`src/hw/rtl/tpnc_pkg.sv`:
```
// Shared widths, codes and transaction types for the tree path node counter.
`default_nettype none

package tpnc_pkg;

  localparam int ID_W       = 10;
  localparam int STEP_W     = 10;
  localparam int PATH_W     = 11;
  localparam int STATUS_W   = 2;
  localparam int EPOCH_W    = 8;
  localparam int TAB_DEPTH  = 1 << ID_W;
  localparam int CHAIN_LIMIT   = TAB_DEPTH - 1;
  localparam int MAX_NODES_DEF = 1023;

  localparam logic OP_LOAD  = 1'b0;
  localparam logic OP_QUERY = 1'b1;

  localparam logic [STATUS_W-1:0] ST_OK    = 2'd0;
  localparam logic [STATUS_W-1:0] ST_NOANC = 2'd1;
  localparam logic [STATUS_W-1:0] ST_BOUND = 2'd2;

  typedef struct packed {
    logic            op;
    logic [ID_W-1:0] first_node;
    logic [ID_W-1:0] second_node;
  } req_t;

  typedef struct packed {
    logic [PATH_W-1:0]   path_nodes;
    logic [STATUS_W-1:0] status;
  } res_t;

  // One ancestor mark: valid only while its tag equals the current epoch.
  typedef struct packed {
    logic [EPOCH_W-1:0] tag;
    logic [STEP_W-1:0]  depth;
  } mark_t;

  typedef struct packed {
    logic load_we;
    logic latch;
    logic walk1;
    logic walk2;
    logic sweep_parent;
    logic sweep_mark;
    logic epoch_step;
  } cmd_t;

  typedef struct packed {
    logic walk1_end;
    logic walk1_fail;
    logic walk2_end;
    logic sweep_last;
    logic epoch_last;
  } stat_t;

endpackage

`default_nettype wire

```
`src/hw/rtl/tpnc_ctrl.sv`:
```
// Controller: sequences clearing passes, loads and the two walks of a query.
`default_nettype none

module tpnc_ctrl
  import tpnc_pkg::*;
(
  input  wire logic  clk,
  input  wire logic  rst,
  input  wire logic  start,
  input  wire logic  op,
  input  wire stat_t stat,
  output cmd_t       cmd,
  output logic       busy,
  output logic       done
);

  localparam logic [2:0] S_CLEAR = 3'd0;
  localparam logic [2:0] S_IDLE  = 3'd1;
  localparam logic [2:0] S_WALK1 = 3'd2;
  localparam logic [2:0] S_WALK2 = 3'd3;
  localparam logic [2:0] S_WIPE  = 3'd4;

  logic [2:0] state;
  logic [2:0] state_next;
  logic       done_next;
  logic [2:0] after_query;

  always_comb begin
    cmd         = '0;
    state_next  = state;
    done_next   = 1'b0;
    after_query = stat.epoch_last ? S_WIPE : S_IDLE;
    unique case (state)
      S_CLEAR: begin
        cmd.sweep_parent = 1'b1;
        cmd.sweep_mark   = 1'b1;
        if (stat.sweep_last) begin
          state_next = S_IDLE;
        end
      end
      S_IDLE: begin
        if (start) begin
          if (op == OP_LOAD) begin
            cmd.load_we = 1'b1;
          end else begin
            cmd.latch  = 1'b1;
            state_next = S_WALK1;
          end
        end
      end
      S_WALK1: begin
        cmd.walk1 = 1'b1;
        if (stat.walk1_end) begin
          if (stat.walk1_fail) begin
            done_next      = 1'b1;
            cmd.epoch_step = 1'b1;
            state_next     = after_query;
          end else begin
            state_next = S_WALK2;
          end
        end
      end
      S_WALK2: begin
        cmd.walk2 = 1'b1;
        if (stat.walk2_end) begin
          done_next      = 1'b1;
          cmd.epoch_step = 1'b1;
          state_next     = after_query;
        end
      end
      S_WIPE: begin
        cmd.sweep_mark = 1'b1;
        if (stat.sweep_last) begin
          state_next = S_IDLE;
        end
      end
      default: begin
        state_next = S_CLEAR;
      end
    endcase
  end

  always_ff @(posedge clk) begin
    if (rst) begin
      state <= S_CLEAR;
      done  <= 1'b0;
    end else begin
      state <= state_next;
      done  <= done_next;
    end
  end

  assign busy = (state != S_IDLE);

endmodule

`default_nettype wire

```
`config.mk`:
```
export PLATFORM = sky130hd
export DESIGN_NAME = tpnc_ctrl
export DESIGN_NICKNAME = d
export VERILOG_FILES = /design/src/hw/rtl/tpnc_pkg.sv /design/src/hw/rtl/tpnc_ctrl.sv
export SDC_FILE = /design/constraint.sdc
export NUM_CORES = 1
export LEC_CHECK = 0
export BUFFER_PORTS_ARGS = -buffer_cell sky130_fd_sc_hd__buf_2
export CAP_MARGIN = 10
export CELL_PAD_IN_SITES_DETAIL_PLACEMENT = 1
export CELL_PAD_IN_SITES_GLOBAL_PLACEMENT = 1
export CORE_AREA = 2 2 39 41
export CTS_CLUSTER_DIAMETER = 40
export DETAILED_ROUTE_END_ITERATION = 8
export DIE_AREA = 0 0 41 43
export PLACE_DENSITY_LB_ADDON = 0.1
export RECOVER_POWER = 100
export SYNTH_ARGS = -nofsm -noshare
export SYNTH_HDL_FRONTEND = slang
export SYNTH_SLANG_ARGS = --single-unit
```
`constraint.sdc`:
```
create_clock -name clk -period 1.3 [get_ports clk]
set_input_delay 0 -clock clk [delete_from_list [all_inputs] [get_ports clk]]
set_output_delay 0 -clock clk [all_outputs]
set_load 0.005 [all_outputs]
```
==> results.yml <==
outcome:
  outcome: "finished, final reports clean"
yosys:
  synth_nets: 51
  yosysTopAreaCellShare: 0.246
  avgSynthCellArea_um2: 7.75
  ys_types: 25
  ys_seq_elements: 4
  synth_area_leaders: "dfxtp_1 (25%), nand2_1 (5.8%), nor2b_1 (5.8%)"
  synthCells: 42
  ys.warnings.count: 0
  synth_area_um2: 325
  synth.largest_area_cell: "dfxtp_1"
  ys_seq_area_frac: 0.246
routing:
  drt_first_iter_violations: 1
  num_vias: 398
  post_drt_wl_per_cell_um: 11.5
  top_layer_used: "met4"
  drt_first_pass_iters: 4
  vias_per_cell: 4.74
  drc_errors: 0
  dr_wl_met3_um: 71
  met1_length_um: 430
  postRouteAntennaNets: 0
  wl_met2_um: 428
  wl_um: 970
timing:
  fin_setup_tns_ns: 0
  skew_ns: 0.00221
  max_slew_margin: 0.830
  slew_viol_final: 0
  fin_crit_sh: 0.949
  period_needed_ns: 1.23
  rsz0062_at_grt: "no"
  setup_ws_ns: 0.0662
  hold_slack_ns: 0.0123
  worst_slew_pin_slew_ns: 0.252
  finalHoldViolations: 0
  clock.fmax_mhz: 811
  finalSetupViolations: 0
floorplanning:
  fp-row-count: 14
  core_area_um2: 1380
  fp.dieW_um: 41
  start_util: 0.235
  dieArea_um2: 1760
  io_pins: 18
  fp.dieH_um: 43
global_routing:
  grt_use_total: 0.127
  grt_max_degree: 9
  antenna_found_initial: 0
  grt_pass1_wl_um: 1400
  global_route.overflow_total: 0
  first_global_vias: 350
cells_and_area:
  postLayoutCellArea_um2: 520
  nNetsFinal: 79
  drive_gt1_frac: 0.471
  layoutNonFillerInstCount: 84
  fin_util: 0.376
  num_antenna_cells: 0
  areaGrowthSynthToFinish_pct: 60.0
worst_setup_path:
  crit_buf_inv: 1
  crit_chain: "buf_4 > nor4b_4 > nor2_1 > a211o_1 > o41ai_2"
  cp-end-kind: "flop"
  crit_fanout: 5
  required_ns: 1.44
  reg2reg_slack_ns: 0.07
  slowest_stage: "dfxtp_4"
  cp.arrival_ns: 1.37
  cp_top_family: "flip-flops"
  crit_type: "reg2reg"
  slowest_delay_ns: 0.33
  cp-start-kind: "flop"
clock_tree:
  cts_max_level: 1
  clk_pin_slew_worst_paths_ns: 0.04
  clkLatencyLatePin_ns: 0.24
  postCtsHoldBufs: 0
  cts_tree: "done"
  cts_root_buffer: "clkbuf_4"
  cts_made_buffers: 3
  clock_path_buffers: 2
  clock-sinks: 4
placed_design:
  pre_cts_slack_ns: 0.0471
  port_buffers: 17
  gp_congestion: 0.711
  place_area_um2: 434
  dp_hpwl_um: 732
  dp_cells: 76
flow_run:
  drv_cap: 0
power_and_ir_drop:
  leakagePower_nw: 0.229
  p_per_area_nw_per_um2: 1420
  fin_total_pwr_mw: 0.741
  peakVddDrop_mv: 0.520
hold_path:
  holdCritPathClass: "in2reg"
==> synthesized netlist by cell type <==
| library cell | number |
|---|---|
| nor4b_2 | 1 |
| nor2b_1 | 3 |
| nand2_1 | 5 |
| nand2b_1 | 1 |
| inv_1 | 3 |
| mux2i_1 | 1 |
| buf_6 | 1 |
| nor2_1 | 4 |
| and2_1 | 2 |
| nor4b_1 | 1 |
| nand3_1 | 1 |
| nor3_1 | 2 |
| o21a_1 | 1 |
| nand3b_1 | 1 |
| clkbuf_4 | 1 |
| nor2_2 | 1 |
| a211o_1 | 1 |
| o21ai_1 | 1 |
| buf_4 | 1 |
| and3_1 | 1 |
| dfxtp_1 | 4 |
| o41ai_2 | 1 |
| o31ai_1 | 1 |
| o211ai_2 | 1 |
| a21oi_1 | 2 |
==> per-layer routing <==
metal,global-route usage,vias to the layer above
li1,-,198
met1,0.150,178
met2,0.175,18
met3,0.0314,4
met4,0.120,0
met5,0,-
==> worst register-to-register path: cells and delay by family (launching register included) <==
family	cells	cell delay, ns
compound gates	2	0.33
buf+inv	1	0.15
flops	1	0.33
simple gates	2	0.32
==> path summary, 6_finish.rpt <==
| check | end | cells past startpoint | from |
|---|---|---|---|
| max | state[1] | 5 | state[0] |
| min | state[0] | 2 | rst |
| max reg2reg | state[1] | 5 | state[0] |
| min reg2reg | state[2] | 2 | state[2] |
==> area by class of cell <==
type / count / area, um2
Timing Repair Buffer: 26 / 149
Inverter: 3 / 11.3
Fill cell: 181 / 863
Multi-Input combinational cell: 32 / 229
Sequential cell: 4 / 88.8
Tap cell: 16 / 20.0
Clock buffer: 3 / 22.5
==> where the power goes <==
group	switching (mW)	total, mW	internal [mW]
combinational	0.188	0.411	0.222
clock	0.0575	0.161	0.104
sequential	0.0214	0.169	0.148
total	0.267	0.741	0.474
==> what timing repair did <==
action                                  CTS  global route
setup buffers                             2             4
endpoints found under the setup margin    3             3
gates resized for setup                   6             6
pin swaps                                 0             4
==> cell families (layout without fill, tap and decap cells) <==
group                  after synthesis  after routing  synth area share
AO/OA/AOI/OAI                        8              8             0.208
buffers and inverters                6             32             0.115
flip-flops                           4              4             0.246
multiplexers                         1              1            0.0308
AND/OR/NAND/NOR                     23             23             0.400
==> sequential cells by signal, indices dropped and copies added, names as in the netlist <==
| register | count |
|---|---|
| done | 1 |
| state | 3 |
==> cells in the final DEF (no fill, tap or decap) <==
cell type / instances
buf_2: 11
buf_4: 7
clkbuf_1: 6
nor2_1: 5
nand2_1: 5
clkbuf_4: 4
inv_1: 3
a21oi_1: 2
nor2b_1: 2
dfxtp_4: 2
nor2b_4: 1
and2_4: 1
nor3_1: 1
nand2b_1: 1
and2_1: 1
and3_1: 1
nand3b_1: 1
o211ai_2: 1
nor3_2: 1
nor4b_4: 1
mux2i_1: 1
a211o_1: 1
o41ai_2: 1
o21a_1: 1
o21ai_1: 1
nor4b_1: 1
nand3_1: 1
o31ai_1: 1
dfxtp_1: 1
buf_6: 1
dfxtp_2: 1
Power figures use the tool's default switching activity.
